### src/sv/sfb_pkg.sv
`default_nettype none
package sfb_pkg;

	localparam int DefFirTaps       = 8;
	localparam int DefAverageWindow = 4;
	localparam int DefSampleWidth   = 16;

	localparam int TapWidth      = 16;
	localparam int GainWidth     = 16;
	localparam int CfgWidth      = 32;
	localparam int CfgIndexWidth = 3;
	localparam int NumTapRegs    = 4;
	localparam int FracBits      = 15;
	localparam int RoundBias     = 1 << (FracBits - 1);

	typedef logic [CfgIndexWidth-1:0] cfg_index_t;
	typedef logic signed [TapWidth-1:0] tap_t;
	typedef logic [GainWidth-1:0] gain_t;

	// Register map.
	localparam cfg_index_t REG_TAPS_01  = 3'd0;
	localparam cfg_index_t REG_TAPS_23  = 3'd1;
	localparam cfg_index_t REG_TAPS_45  = 3'd2;
	localparam cfg_index_t REG_TAPS_67  = 3'd3;
	localparam cfg_index_t REG_FB_GAIN  = 3'd4;
	localparam cfg_index_t REG_IN_GAIN  = 3'd5;

	localparam logic [CfgWidth-1:0] RST_TAPS_01 = 32'd104792657;
	localparam logic [CfgWidth-1:0] RST_TAPS_23 = 32'd422383541;
	localparam logic [CfgWidth-1:0] RST_TAPS_45 = 32'd422386971;
	localparam logic [CfgWidth-1:0] RST_TAPS_67 = 32'd104796085;
	localparam gain_t RST_FB_GAIN = 16'd26214;
	localparam gain_t RST_IN_GAIN = 16'd6554;

	// Divisor of the moving average, as the number of samples minus one.
	typedef logic [1:0] div_code_t;
	localparam div_code_t DIV_BY_ONE   = 2'd0;
	localparam div_code_t DIV_BY_TWO   = 2'd1;
	localparam div_code_t DIV_BY_THREE = 2'd2;
	localparam div_code_t DIV_BY_FOUR  = 2'd3;

	typedef struct packed {
		logic adv_s2;
		logic adv_s3;
		logic restart_s1;
	} sfb_ctrl_t;

endpackage
`default_nettype wire

### src/sv/sfb_regs.sv
`default_nettype none
module sfb_regs #(
	parameter int FIR_TAPS = sfb_pkg::DefFirTaps
) (
	input  logic                           clk,
	input  logic                           arst_n,
	input  logic                           cfg_we,
	input  sfb_pkg::cfg_index_t            cfg_index,
	input  logic [sfb_pkg::CfgWidth-1:0]   cfg_data,
	output sfb_pkg::tap_t                  taps [FIR_TAPS],
	output sfb_pkg::gain_t                 fb_gain,
	output sfb_pkg::gain_t                 in_gain
);
	import sfb_pkg::*;

	logic [CfgWidth-1:0] tap_pair_q [NumTapRegs];
	gain_t               fb_gain_q;
	gain_t               in_gain_q;

	always_ff @(posedge clk or negedge arst_n) begin
		if (!arst_n) begin
			tap_pair_q[0] <= RST_TAPS_01;
			tap_pair_q[1] <= RST_TAPS_23;
			tap_pair_q[2] <= RST_TAPS_45;
			tap_pair_q[3] <= RST_TAPS_67;
			fb_gain_q     <= RST_FB_GAIN;
			in_gain_q     <= RST_IN_GAIN;
		end else if (cfg_we) begin
			unique case (cfg_index)
				REG_TAPS_01: tap_pair_q[0] <= cfg_data;
				REG_TAPS_23: tap_pair_q[1] <= cfg_data;
				REG_TAPS_45: tap_pair_q[2] <= cfg_data;
				REG_TAPS_67: tap_pair_q[3] <= cfg_data;
				REG_FB_GAIN: fb_gain_q     <= cfg_data[GainWidth-1:0];
				REG_IN_GAIN: in_gain_q     <= cfg_data[GainWidth-1:0];
				default: ;
			endcase
		end
	end

	// Even taps sit in the low half of each pair.
	for (genvar k = 0; k < FIR_TAPS; k++) begin : g_tap
		assign taps[k] = tap_t'(tap_pair_q[k / 2][(k % 2) * TapWidth +: TapWidth]);
	end

	assign fb_gain = fb_gain_q;
	assign in_gain = in_gain_q;

endmodule
`default_nettype wire

### config.mk
export PLATFORM = sky130hd
export DESIGN_NAME = sfb_regs
export DESIGN_NICKNAME = d
export VERILOG_FILES = /design/src/sv/sfb_pkg.sv /design/src/sv/sfb_regs.sv
export SDC_FILE = /design/constraint.sdc
export NUM_CORES = 1
export LEC_CHECK = 0
export ABC_CLOCK_PERIOD_IN_PS = 1000
export BUFFER_PORTS_ARGS = -buffer_cell sky130_fd_sc_hd__buf_2
export CAP_MARGIN = 5
export CORE_MARGIN = 1.5
export CORE_UTILIZATION = 51
export DETAILED_ROUTE_END_ITERATION = 7
export PLACE_DENSITY_LB_ADDON = 0.05
export SLEW_MARGIN = 20
export SYNTH_ARGS = -nofsm -noshare
export SYNTH_HDL_FRONTEND = slang
export SYNTH_SLANG_ARGS = --single-unit
### constraint.sdc
create_clock -name clk -period 1 [get_ports clk]
set_input_delay 0.05 -clock clk [delete_from_list [all_inputs] [get_ports clk]]
set_output_delay 0.05 -clock clk [all_outputs]
set_load 0.05 [all_outputs]
-- After elaboration in Yosys (flattened, before gate mapping)
Cells that the tools add are included.
- equal/unequal tests: 5
- reduce and logical (&&, ||, !) cells: 7
- operators with widths (operator ; count):
    $reduce_and 2->1 ; 6
    $eq 3x2->1 const B ; 2
    $eq 3x3->1 const B ; 2
    $eq 3x1->1 const B ; 1
    $logic_not 3->1 ; 1
- register bits after elaboration: 160
- input port bits: 38
- word-level logic and storage cells: 18

-- Longest topological paths before layout
- depth in word-level cells: 2
- mapped depth: 5
- gate-level depth less buffers: 2

-- Worst setup path before layout
OpenSTA, ideal clock, no wires.
- kind: input to register
- start point: input port cfg_index[0]
- end point: register tap_pair_q (netlist bit taps[102])
- setup time: 0.125 ns
- arrival: 1.079 ns
- setup slack: -0.204 ns
- stages: 4
- cell sequence: buf_6 -> nor4b_4 -> buf_6 -> mux2_4
- longest elaborated chain between the ends: 2
- ends and longest elaborated chain (what ; RTL line ; source):
    start, declared ; sfb_regs.sv:8 ; input sfb_pkg::cfg_index_t cfg_index,
    $logic_not 3->1 ; sfb_regs.sv:29 ; unique case (cfg_index)
    $reduce_and 2->1 (no line) ; n/a ;
    end, declared ; sfb_regs.sv:16 ; logic [CfgWidth-1:0] tap_pair_q [NumTapRegs];
No other way between the ends.
A chain may end at the register's enable or synchronous reset.

-- Worst setup path after layout
- start point: register tap_pair_q (netlist bit taps[4])
- end point: output port taps[4] (netlist bit)
- RTL lines (what ; RTL line ; source):
    end, declared ; sfb_regs.sv:10 ; output sfb_pkg::tap_t taps [FIR_TAPS],
No word-level cell between the ends.

==> Flow_metrics.wiki <==
{| class="wikitable"
! Metric !! Value
|-
| Status || finished with violations
|-
| Violated checks || setup timing
|-
| Delay of the slowest cell on the worst path || 0.58 ns
|-
| Core Util, Final || 0.887
|-
| Count of placed standard cells in the final layout, fillers left out || 829
|-
| Standard cell core area || 11,900 um^2
|-
| Worst-case headroom to the max-slew limit || 0.686
|-
| PnR Total Power || 0.0292 W
|-
| CTS H-Tree Depth || 4
|-
| Worst Path Buf+Inv || 1
|-
| CTS tree || built
|-
| Unrepaired setup endpoints after global routing || yes
|-
| Count of standard-cell rows || 40
|-
| Period minus WS final || 1.21 ns
|-
| Flops & latches, synth || 160
|-
| Share of post-route cells with drive strength above 1 || 0.820
|-
| Crit end category || primary output
|-
| Register-to-register setup slack || -0.01 ns
|-
| Leading cell type in the layout, fill and taps excluded || buf_6
|-
| Cell with the largest stage delay on the worst path || dfstp_2
|-
| Count of routing violations after the opening detailed-route iteration || 212
|-
| Number of global-route vias before repair || 4,791
|-
| Worst hold slack across all endpoints || 0.205 ns
|-
| Boundary Pins || 198
|-
| Placed wire-length estimate || 9740 um
|-
| Max frequency || 824 MHz
|-
| Synth Cell Area || 6190 um^2
|-
| Worst Skew || 0 ns
|-
| Maximum fanout along the worst path || 2
|-
| Overall global routing resource usage || 0.293
|-
| Crit path max-delay family || flip-flops
|-
| Global placement routability congestion || 0.756
|-
| Biggest area contributors in the synthesized netlist || dfrtp_1 (34%), dfstp_2 (32%), mux2_2 (21%)
|-
| Leading cell types in the layout, fill and taps excluded || buf_6 (86), mux2_4 (85), dfrtp_1 (85), buf_4 (82)
|-
| Share of the clock period used by the worst path after layout || 1.21
|-
| Via count || 4,408
|-
| Nets || 707
|-
| Clock Sink Count || 160
|-
| Class of the worst hold path || in -> async
|-
| Pin count of the biggest net entering global routing || 83
|-
| First-pass GRT wire length || 27,900 um
|-
| Max Cap Violations || 0
|-
| Maximum root-to-sink buffer count || 2
|-
| Net Count, Synth || 382
|-
| Detailed-routing iteration count for the pre-antenna-repair pass || 4
|-
| Leak || 4.91 nW
|-
| Number of distinct library cells after synthesis || 13
|-
| Global route overflow || 0
|-
| Die width || 113 um
|-
| Mapped Cells || 344
|-
| Final routed DRC violation total || 0
|-
| Category of the worst setup path launch point || flip-flop
|-
| Number of fill cells || 477
|-
| Total CTS buffers || 17
|-
| Dpl cells || 688
|-
| Synth Warn # || 0
|-
| Worst-path cell chain || buf_8
|-
| DR vias/cell || 5.32
|-
| Overall die area || 12,800 um^2
|-
| Layout overhead on the synthesized area || 70.8%
|-
| Type of the setup path with the least slack || reg -> out
|-
| Area share of the largest cell type after synthesis || 0.344
|-
| Slew of the pin with the lowest slew margin || 0.471 ns
|-
| Antenna violations before repair || 0
|-
| Post-route ant nets || 0
|-
| Total inserted antenna cells || 0
|-
| Die extent in y || 113 um
|-
| Final setup violation count || 162
|-
| Total Routed Length || 19,900 um
|-
| Setup Slack @ Placement || -0.373 ns
|-
| Register clock-pin slew on the reported worst setup and hold paths || 0.07 ns
|-
| Input/output buffers || 197
|-
| Ratio of total power to cell area || 2760 nW/um^2
|-
| Clock Tree Root || clkbuf_16
|-
| Worst-skew pair later-pin latency || 0.41 ns
|-
| Hold violation count in the final report || 0
|-
| Arrival time at the worst endpoint || 1.16 ns
|-
| Final Max Slew Viols || 0
|-
| Worst path required time || 0.95 ns
|-
| Routed WL per cell || 24.0 um
|-
| Synthesized area per cell || 18.0 um^2
|-
| Initial core utilization || 0.520
|-
| Worst VDD drop || 0.00208 V
|-
| Leading area contributor after synthesis || dfrtp_1
|-
| Portion of the post-synthesis area used by sequential elements || 0.662
|-
| Worst Setup Slack, final || -0.213 ns
|}
==> timing repair <==
item	CTS	global route
gates cloned	0	0
resized for setup	392	3
endpoints found under the hold margin	283	0
endpoints found under the setup margin	160	160
setup buffers	46	29
pin swaps	0	0
hold buffers	34	0
==> final timing paths <==
| kind | to | depth (start not counted) | startpoint |
|---|---|---|---|
| worst max-delay path | taps[4] | 1 | taps[4]$_DFFE_PN1P_ |
| worst min-delay path | taps[1]$_DFFE_PN1P_ | 2 | arst_n |
| worst max register to register | taps[81]$_DFFE_PN0P_ | 3 | taps[81]$_DFFE_PN0P_ |
| worst min register to register | fb_gain[11]$_DFFE_PN0P_ | 1 | fb_gain[11]$_DFFE_PN0P_ |
| max in group asynchronous | taps[33]$_DFFE_PN0P_ | 3 | arst_n |
| min in group clk | in_gain[7]$_DFFE_PN1P_ | 4 | cfg_we |
==> synthesized netlist by cell type <==
| master | instances |
|---|---|
| mux2_2 | 114 |
| buf_4 | 2 |
| nand4b_1 | 1 |
| nor4b_4 | 1 |
| buf_2 | 5 |
| buf_6 | 8 |
| dfrtp_1 | 85 |
| buf_8 | 3 |
| mux2_1 | 36 |
| dfstp_2 | 75 |
| mux2_4 | 10 |
| nor4bb_1 | 3 |
| nand4b_2 | 1 |
==> logic make-up (layout without fill, tap and decap cells) <==
logic type             count (synthesis)  in the layout  share of synthesized area
buffers and inverters                 18            356                     0.0283
DFF                                  160            160                      0.662
muxes                                160            160                      0.297
and+or+nand+nor                        6              6                     0.0125
==> registers in the layout (all words and copies together), names as in the netlist <==
signal,flops
fb_gain,16
in_gain,16
taps,128
==> where the power goes <==
group	switching [W]	internal, W	total (W)
combinational	0.00717	0.00573	0.0129
sequential	0.00137	0.00843	0.00981
clock	0.00258	0.00393	0.00650
total	0.0111	0.0181	0.0292
==> area by class of cell <==
type	instances	area (um^2)	share of cell area
well taps	147	184	0.0174
clock inverters	10	110	0.0104
multi-input cells	166	2240	0.212
flip-flops and latches	160	4100	0.388
clock buffers	22	484	0.0458
repair buffers	324	3450	0.326
==> per-stage QoR <==
| step | setup TNS (ns) | instance area [um^2] |
|---|---|---|
| final | -14.84 | 10600 |
| after global routing | -19.01 | 10600 |
| after CTS | -16.47 | 10300 |
| after detailed placement | -43.97 | 7790 |
| after global placement | -40.38 | 7790 |
| after floorplan | -13.98 | 6500 |
==> routing by layer <==
layer	routed length, um	share of wire	track usage	up-vias
li1	-	-	-	1870
met1	7410	0.37	0.352	2315
met2	10900	0.55	0.517	184
met3	1090	0.055	0.0803	39
met4	499	0.025	0.0900	0
met5	0	0	0	-
Power figures use the tool's default switching activity.
