[src/sv/sfb_pkg.sv]
`default_nettype none
package sfb_pkg;

	localparam int DefFirTaps       = 8;
	localparam int DefAverageWindow = 4;
	localparam int DefSampleWidth   = 16;

	localparam int TapWidth      = 16;
	localparam int GainWidth     = 16;
	localparam int CfgWidth      = 32;
	localparam int CfgIndexWidth = 3;
	localparam int NumTapRegs    = 4;
	localparam int FracBits      = 15;
	localparam int RoundBias     = 1 << (FracBits - 1);

	typedef logic [CfgIndexWidth-1:0] cfg_index_t;
	typedef logic signed [TapWidth-1:0] tap_t;
	typedef logic [GainWidth-1:0] gain_t;

	// Register map.
	localparam cfg_index_t REG_TAPS_01  = 3'd0;
	localparam cfg_index_t REG_TAPS_23  = 3'd1;
	localparam cfg_index_t REG_TAPS_45  = 3'd2;
	localparam cfg_index_t REG_TAPS_67  = 3'd3;
	localparam cfg_index_t REG_FB_GAIN  = 3'd4;
	localparam cfg_index_t REG_IN_GAIN  = 3'd5;

	localparam logic [CfgWidth-1:0] RST_TAPS_01 = 32'd104792657;
	localparam logic [CfgWidth-1:0] RST_TAPS_23 = 32'd422383541;
	localparam logic [CfgWidth-1:0] RST_TAPS_45 = 32'd422386971;
	localparam logic [CfgWidth-1:0] RST_TAPS_67 = 32'd104796085;
	localparam gain_t RST_FB_GAIN = 16'd26214;
	localparam gain_t RST_IN_GAIN = 16'd6554;

	// Divisor of the moving average, as the number of samples minus one.
	typedef logic [1:0] div_code_t;
	localparam div_code_t DIV_BY_ONE   = 2'd0;
	localparam div_code_t DIV_BY_TWO   = 2'd1;
	localparam div_code_t DIV_BY_THREE = 2'd2;
	localparam div_code_t DIV_BY_FOUR  = 2'd3;

	typedef struct packed {
		logic adv_s2;
		logic adv_s3;
		logic restart_s1;
	} sfb_ctrl_t;

endpackage
`default_nettype wire

[src/sv/sfb_iir.sv]
`default_nettype none
module sfb_iir #(
	parameter int SAMPLE_WIDTH = sfb_pkg::DefSampleWidth
) (
	input  logic                            clk,
	input  logic                            arst_n,
	input  sfb_pkg::sfb_ctrl_t              ctrl,
	input  logic signed [SAMPLE_WIDTH-1:0]  sample_s1,
	input  sfb_pkg::gain_t                  fb_gain,
	input  sfb_pkg::gain_t                  in_gain,
	output logic signed [SAMPLE_WIDTH-1:0]  iir_out
);
	import sfb_pkg::*;

	localparam int ProdWidth = SAMPLE_WIDTH + GainWidth + 1;
	localparam int SumWidth  = ProdWidth + 1;

	logic signed [GainWidth:0]      fb_gain_s;
	logic signed [GainWidth:0]      in_gain_s;
	logic                           seeded_q;
	logic                           seed_s2;
	logic signed [SAMPLE_WIDTH-1:0] x_s2;
	logic signed [ProdWidth-1:0]    bx_s2;
	logic signed [ProdWidth-1:0]    iir_ay;
	logic signed [SumWidth-1:0]     iir_rnd;
	logic signed [SumWidth-1:0]     iir_shift;
	logic [SumWidth-SAMPLE_WIDTH:0] iir_hi;
	logic signed [SAMPLE_WIDTH-1:0] iir_sat;
	logic signed [SAMPLE_WIDTH-1:0] iir_q;

	assign fb_gain_s = $signed({1'b0, fb_gain});
	assign in_gain_s = $signed({1'b0, in_gain});

	always_ff @(posedge clk or negedge arst_n) begin
		if (!arst_n) begin
			seeded_q <= 1'b0;
		end else if (ctrl.adv_s2) begin
			seeded_q <= 1'b1;
		end
	end

	always_ff @(posedge clk) begin
		if (ctrl.adv_s2) begin
			seed_s2 <= ctrl.restart_s1 || !seeded_q;
			x_s2    <= sample_s1;
			bx_s2   <= ProdWidth'(in_gain_s) * ProdWidth'(sample_s1);
		end
	end

	// The feedback product closes the recursion within this stage.
	always_comb begin
		iir_ay    = ProdWidth'(fb_gain_s) * ProdWidth'(iir_q);
		iir_rnd   = SumWidth'(iir_ay) + SumWidth'(bx_s2) + SumWidth'(RoundBias);
		iir_shift = iir_rnd >>> FracBits;
		iir_hi    = iir_shift[SumWidth-1:SAMPLE_WIDTH-1];
		if ((&iir_hi) || !(|iir_hi)) begin
			iir_sat = iir_shift[SAMPLE_WIDTH-1:0];
		end else if (iir_hi[SumWidth-SAMPLE_WIDTH]) begin
			iir_sat = {1'b1, {(SAMPLE_WIDTH-1){1'b0}}};
		end else begin
			iir_sat = {1'b0, {(SAMPLE_WIDTH-1){1'b1}}};
		end
	end

	always_ff @(posedge clk or negedge arst_n) begin
		if (!arst_n) begin
			iir_q <= '0;
		end else if (ctrl.adv_s3) begin
			iir_q <= seed_s2 ? x_s2 : iir_sat;
		end
	end

	assign iir_out = iir_q;

endmodule
`default_nettype wire

[config.mk]
export PLATFORM = sky130hd
export DESIGN_NAME = sfb_iir
export DESIGN_NICKNAME = d
export VERILOG_FILES = /design/src/sv/sfb_pkg.sv /design/src/sv/sfb_iir.sv
export SDC_FILE = /design/constraint.sdc
export NUM_CORES = 1
export LEC_CHECK = 0
export ABC_AREA = 1
export BUFFER_PORTS_ARGS = -buffer_cell sky130_fd_sc_hd__buf_4
export CAP_MARGIN = 20
export CORE_ASPECT_RATIO = 1.5
export CORE_MARGIN = 3
export CORE_UTILIZATION = 52
export CTS_CLUSTER_DIAMETER = 50
export DETAILED_ROUTE_END_ITERATION = 8
export GPL_TIMING_DRIVEN = 0
export HOLD_SLACK_MARGIN = 0.1
export PLACE_DENSITY_LB_ADDON = 0.25
export SYNTH_ARGS = -nofsm -noshare
export SYNTH_HDL_FRONTEND = slang
export SYNTH_SLANG_ARGS = --single-unit
[constraint.sdc]
create_clock -name clk -period 7.3 [get_ports clk]
set_clock_uncertainty 0.05 [all_clocks]
set_input_delay 0 -clock clk [delete_from_list [all_inputs] [get_ports clk]]
set_output_delay 0 -clock clk [all_outputs]
set_load 0.05 [all_outputs]
# After elaboration in Yosys (flattened, before gate mapping)
# Cells that the tools add are included.
word_totals:
  ff_bits: 67
  in_bits: 53
  out_inout_bits: 16
  word_cells: 18
classes:
  addsub: 2
  mul: 2
  muxes: 3
  reduce_logical: 6
ops:
  columns: ["cell", "count"]
  rows:
  - ["$mul 17x16->33", 2]
  - ["$mux 16", 3]
  - ["$add 33x33->34", 1]
  - ["$add 34x16->34 const B", 1]
  - ["$reduce_and 4->1", 1]
  - ["$reduce_or 4->1", 1]
  - ["$logic_not 1->1", 2]
  - ["$logic_or 1x1->1", 2]

# Depth between registers and ports, before layout
logic_depth:
  ltp_word: 8
  depth_mapped: 35
  depth_no_buf: 32

# Least setup slack after synthesis
# No wires, ideal clock.
synth_timing:
  path_kind: "register -> register"
  startpoint: "register iir_q[8] (netlist: iir_out[8])"
  endpoint: "register iir_q[5] (netlist: iir_out[5])"
  setup_time_ns: 0.117
  arrival_ns: 6.065
  required_ns: 7.133
  path_slack_ns: 1.068
  stages_incl_launch_ff: 29
  path_buffers: 3
  synth_period_minus_slack_ns: 6.232
  path_cell_list: "dfrtp_1 clkbuf_1 clkbuf_1 nand2_1 fa_1 inv_1 fa_1 inv_1 fa_1 inv_1 fa_1 fa_1 inv_1 fa_1 inv_1 ha_1 a21oi_1 o21ai_0 a21oi_1 nand2_2 nand2_2 nand2_1 nand2_2 nand3_4 o21ai_4 buf_6 nand3_1 nand2_1 nand2_1"
synth_via:
  elab_chain_len: 8
  word_cells_on_any_way: 10
  classes_between: "add/sub (2); mul (1); mux (3); reduce/logical (4)"
synth_rtl:
  columns: ["item", "line", "rtl"]
  rows:
  - ["from (decl)", "sfb_iir.sv:29", "logic signed [SAMPLE_WIDTH-1:0] iir_q;"]
  - ["from (signal assigned)", "sfb_iir.sv:69", "iir_q <= seed_s2 ? x_s2 : iir_sat;"]
  - ["$mul 17x16->33 *", "sfb_iir.sv:52", "iir_ay = ProdWidth'(fb_gain_s) * ProdWidth'(iir_q);"]
  - ["$add 33x33->34 *", "sfb_iir.sv:53", "iir_rnd = SumWidth'(iir_ay) + SumWidth'(bx_s2) + SumWidth'(RoundBias);"]
  - ["$add 34x16->34 *", "sfb_iir.sv:53", null]
  - ["$reduce_or 4->1", "sfb_iir.sv:56", "if ((&iir_hi) || !(|iir_hi)) begin"]
  - ["$logic_not 1->1", "sfb_iir.sv:56", null]
  - ["$logic_or 1x1->1", "sfb_iir.sv:56", null]
  - ["$mux 16 *", "sfb_iir.sv:56", null]
  - ["$mux 16 *", "sfb_iir.sv:69", null]
# Mark *: on every way between the ends. The rest lies on a longest branch, timed or not.
# A chain may end at the register's enable or synchronous reset.

# Final worst setup path
layout_timing:
  startpoint: "register iir_q[14] (netlist: iir_out[14])"
  endpoint: "register iir_q[12] (netlist: iir_out[12])"
# The elaborated chain is that of the path after synthesis.

==> impl_table.tex <==
\begin{tabular}{lr}
\hline
Metric & Value \\
\hline
\multicolumn{2}{l}{\textbf{Logic synthesis}} \\
\quad Synth warn & 0 \\
\quad Post-synth ARST share & 0.254 \\
\quad Most common cell in the netlist & inv\_1 \\
\quad Sequential cell area fraction in the yosys report & 0.0880 \\
\quad Per-instance average area after synthesis & between 7 and 8 um\^{}2 \\
\quad Netlist Area Pre-Place & around 22000 um\^{}2 \\
\quad Portion of synthesized cell area occupied by the leading cell type & 0.385 \\
\quad Top cells by area, synth & fa\_1 (39\%), inv\_1 (15\%), ha\_1 (13\%) \\
\quad EDFF count, synth & 50 \\
\quad Most common library cells after synthesis & inv\_1 (848), nand2\_1 (702), fa\_1 (421) \\
\quad Post-synth top flop & edfxtp\_1 \\
\quad Cell taking the most area after synthesis & fa\_1 \\
\quad Post-synthesis net count & between 3000 and 4000 \\
\quad Number of synthesized register bits & between 60 and 70 \\
\quad Unique cell type count in the Yosys netlist & 44 \\
\quad Cell count after synthesis & 2783 \\
\multicolumn{2}{l}{\textbf{STA}} \\
\quad Number of failing setup endpoints in the final timing report & 0 \\
\quad Worst relative slew slack & 0.474 \\
\quad Final Max Slew Viols & 0 \\
\quad Max Fclk & 141 MHz \\
\quad Final worst-path cycle share & 0.972 \\
\quad Transition at the pin with the smallest max-transition slack & 0.789 ns \\
\quad Minimum clock period after layout & around 7 ns \\
\quad Final hold violations & 0 \\
\quad RSZ-0062 raised after global routing & false \\
\multicolumn{2}{l}{\textbf{Route}} \\
\quad Average wire per standard cell & about 18 um \\
\quad Detailed router's first-iteration violation count & 946 \\
\quad Total Routed Length & $\sim$62 mm \\
\quad Via count of the routed design & approximately 17000 \\
\quad Detailed-router iteration count before antenna repair & 5 \\
\quad Ratio of routed vias to standard cells & roughly 5.1 \\
\quad Number of antenna-violating nets in the routed design & 0 \\
\quad DRC errors left & 0 \\
\multicolumn{2}{l}{\textbf{Status}} \\
\quad Status & finished, final reports clean \\
\multicolumn{2}{l}{\textbf{Setup path}} \\
\quad Crit start category & flop \\
\quad Required time of the worst setup path & $\sim$7.5 ns \\
\quad Data arrival time of the critical path & just over 7 ns \\
\quad Buffers plus inverters on the worst setup path & 8 \\
\quad Critical path's most frequent cell & nand2\_1 \\
\quad Biggest cell delay along the critical path & 0.55 ns \\
\quad CP Class & flop to flop \\
\quad CP endpoint kind & flop \\
\quad Cell class contributing the biggest share of worst-path delay & adder cells \\
\quad Slowest cell on the critical path & clkbuf\_1 \\
\quad Worst-path maximum fanout & 10 \\
\multicolumn{2}{l}{\textbf{Clock tree}} \\
\quad Latest clock arrival within the worst-skew pair & 0.35 ns \\
\quad Clock root buffer master & clkbuf\_16 \\
\quad Clock Pin Slew Worst Setup and Hold Paths & 0.06 ns \\
\quad Clk sinks & 67 \\
\quad Total CTS buffers & 9 \\
\quad Count of buffers added by post-CTS timing repair for setup & 0 \\
\quad Max Root-Sink Buffers & 2 \\
\quad CTS tree & built \\
\quad Total number of H-tree levels & 3 \\
\multicolumn{2}{l}{\textbf{Finish}} \\
\quad Fraction of final layout cells with drive strength greater than 1 & 0.0564 \\
\quad Final \#Nets & around 3600 \\
\quad Antenna Diode Count & 0 \\
\quad Number of fillers in the final layout & around 4000 \\
\quad Final core utilization & 0.569 \\
\quad Layout-stage area growth over the synthesis result & 7.49\% \\
\multicolumn{2}{l}{\textbf{Die}} \\
\quad Top-level port count & 69 \\
\quad Row cnt & 91 \\
\quad Core Footprint & about 41000 um\^{}2 \\
\quad Width of the die & $\sim$170 um \\
\quad Die Y-Extent & 257 um \\
\quad Area enclosed by the die boundary & 44600 um\^{}2 \\
\quad Effective utilization at floorplan & 0.530 \\
\multicolumn{2}{l}{\textbf{Placed design}} \\
\quad HPWL reported at the end of detailed placement & $\sim$56 mm \\
\quad Placer congestion estimate & roughly 0.97 \\
\quad Port buffer count & 55 \\
\multicolumn{2}{l}{\textbf{Global routing}} \\
\quad Wire length of the first global-routing pass & 98.7 mm \\
\quad Global router's overall resource usage & 0.286 \\
\quad Number of global-route vias before repair & 19200 \\
\quad Largest net degree at the start of global routing & 52 \\
\quad Antenna violations before repair & 0 \\
\quad Total congestion overflow & 0 \\
\multicolumn{2}{l}{\textbf{Min path}} \\
\quad Type of the most critical hold path & input pin to flop \\
\multicolumn{2}{l}{\textbf{Flow run}} \\
\quad Max-cap violation count & 0 \\
\hline
\end{tabular}
[flip-flops by register name, indices dropped and copies added (netlist names)]
signal    flops
bx_s2        33
x_s2         16
seeded_q      1
iir_out      16
seed_s2       1
[cells by family after synthesis]
| logic type | count (synthesis) | share of synthesized area |
|---|---|---|
| simple gates | 912 | 0.171 |
| flops | 67 | 0.0880 |
| fa+ha+maj | 657 | 0.520 |
| xor+xnor | 45 | 0.0180 |
| compound gates | 134 | 0.0350 |
| buf+inv | 968 | 0.168 |
[worst paths after layout]
kind / startpoint / end / slack, ns / cells past startpoint
worst min-delay path: ctrl[2] / bx_s2[29]$_DFFE_PP_ / 0.13 / 1
max in group asynchronous: arst_n / iir_out[2]$_DFFE_PN0P_ / 6.30 / 4
worst min register to register: seeded_q$_DFFE_PN0P_ / seeded_q$_DFFE_PN0P_ / 0.42 / 1
worst max register to register: iir_out[14]$_DFFE_PN0P_ / iir_out[12]$_DFFE_PN0P_ / 0.21 / 29
min in group asynchronous: arst_n / seeded_q$_DFFE_PN0P_ / 0.50 / 3
worst max-delay path: iir_out[14]$_DFFE_PN0P_ / iir_out[12]$_DFFE_PN0P_ / 0.21 / 29
[routing by layer]
metal  vias to the layer above  GRT usage  part of all wire
li1                       8103          -                 -
met1                      8586      0.295              0.35
met2                       549      0.551              0.54
met3                       233     0.0167             0.032
met4                         0      0.190             0.080
met5                         -          0                 0
[cell type report]
cell class                      count  area, um^2  share of cell area
Buffer                            110         465              0.0198
Clock inverter                      7        83.8             0.00356
Timing Repair Buffer               77         638              0.0271
Clock buffer                        9         225             0.00957
Sequential cell                    67        1930              0.0819
Multi-Input combinational cell   1748       16300               0.692
Tap cell                          558         698              0.0297
Inverter                          852        3200               0.136
[timing repair]
| action | 4_1_cts | 5_1_grt |
|---|---|---|
| setup endpoints to repair | 8 | 15 |
| gates resized for setup | 3 | 22 |
| hold buffers | 21 | 0 |
| endpoints found under the hold margin | 36 | 0 |
[layout by cell type, fill, tap and decap left out, drive strengths merged, types with 4 or more instances in the layout]
| cell type | n |
|---|---|
| ha | 236 |
| a21oi | 73 |
| o21ai | 28 |
| clkbuf | 113 |
| dlygate4sd3 | 21 |
| inv | 855 |
| xor2 | 26 |
| nor3 | 9 |
| edfxtp | 50 |
| a31oi | 6 |
| a21o | 11 |
| xnor2 | 19 |
| o21bai | 9 |
| nor4 | 4 |
| nand3 | 52 |
| nand4 | 4 |
| or2 | 21 |
| nor2 | 99 |
| fa | 421 |
| nand2 | 720 |
| dfrtp | 17 |
| buf | 62 |
[metrics by stage]
| stage | TNS (ns) | instances | setup slack [ns] | cell area [um^2] | hold slack, ns |
|---|---|---|---|---|---|
| floorplan | 0 | 2783 | 1.07 | 21900 | -0.346 |
| global placement | -0.0647 | 3396 | -0.0647 | 23000 | -0.149 |
| detailed placement | -0.120 | 3396 | -0.0909 | 23000 | -0.139 |
| CTS | 0 | 3433 | 0.00687 | 23500 | 0.124 |
| global route | 0 | 3428 | 0.0121 | 23500 | 0.154 |
| finish | 0 | 3428 | 0.206 | 23500 | 0.128 |
[worst reg2reg max path, delay by kind of cell, from the launching register on]
kind	cells	cell delay (ns)
AO/OA/AOI/OAI	1	0.27
buffers and inverters	8	1.41
flip-flops	1	0.35
AND/OR/NAND/NOR	13	1.52
adder cells (fa/ha/maj)	7	3.32
Power is not shown: default switching activity piles up to over one toggle a cycle in this logic, so the estimate is an artifact.
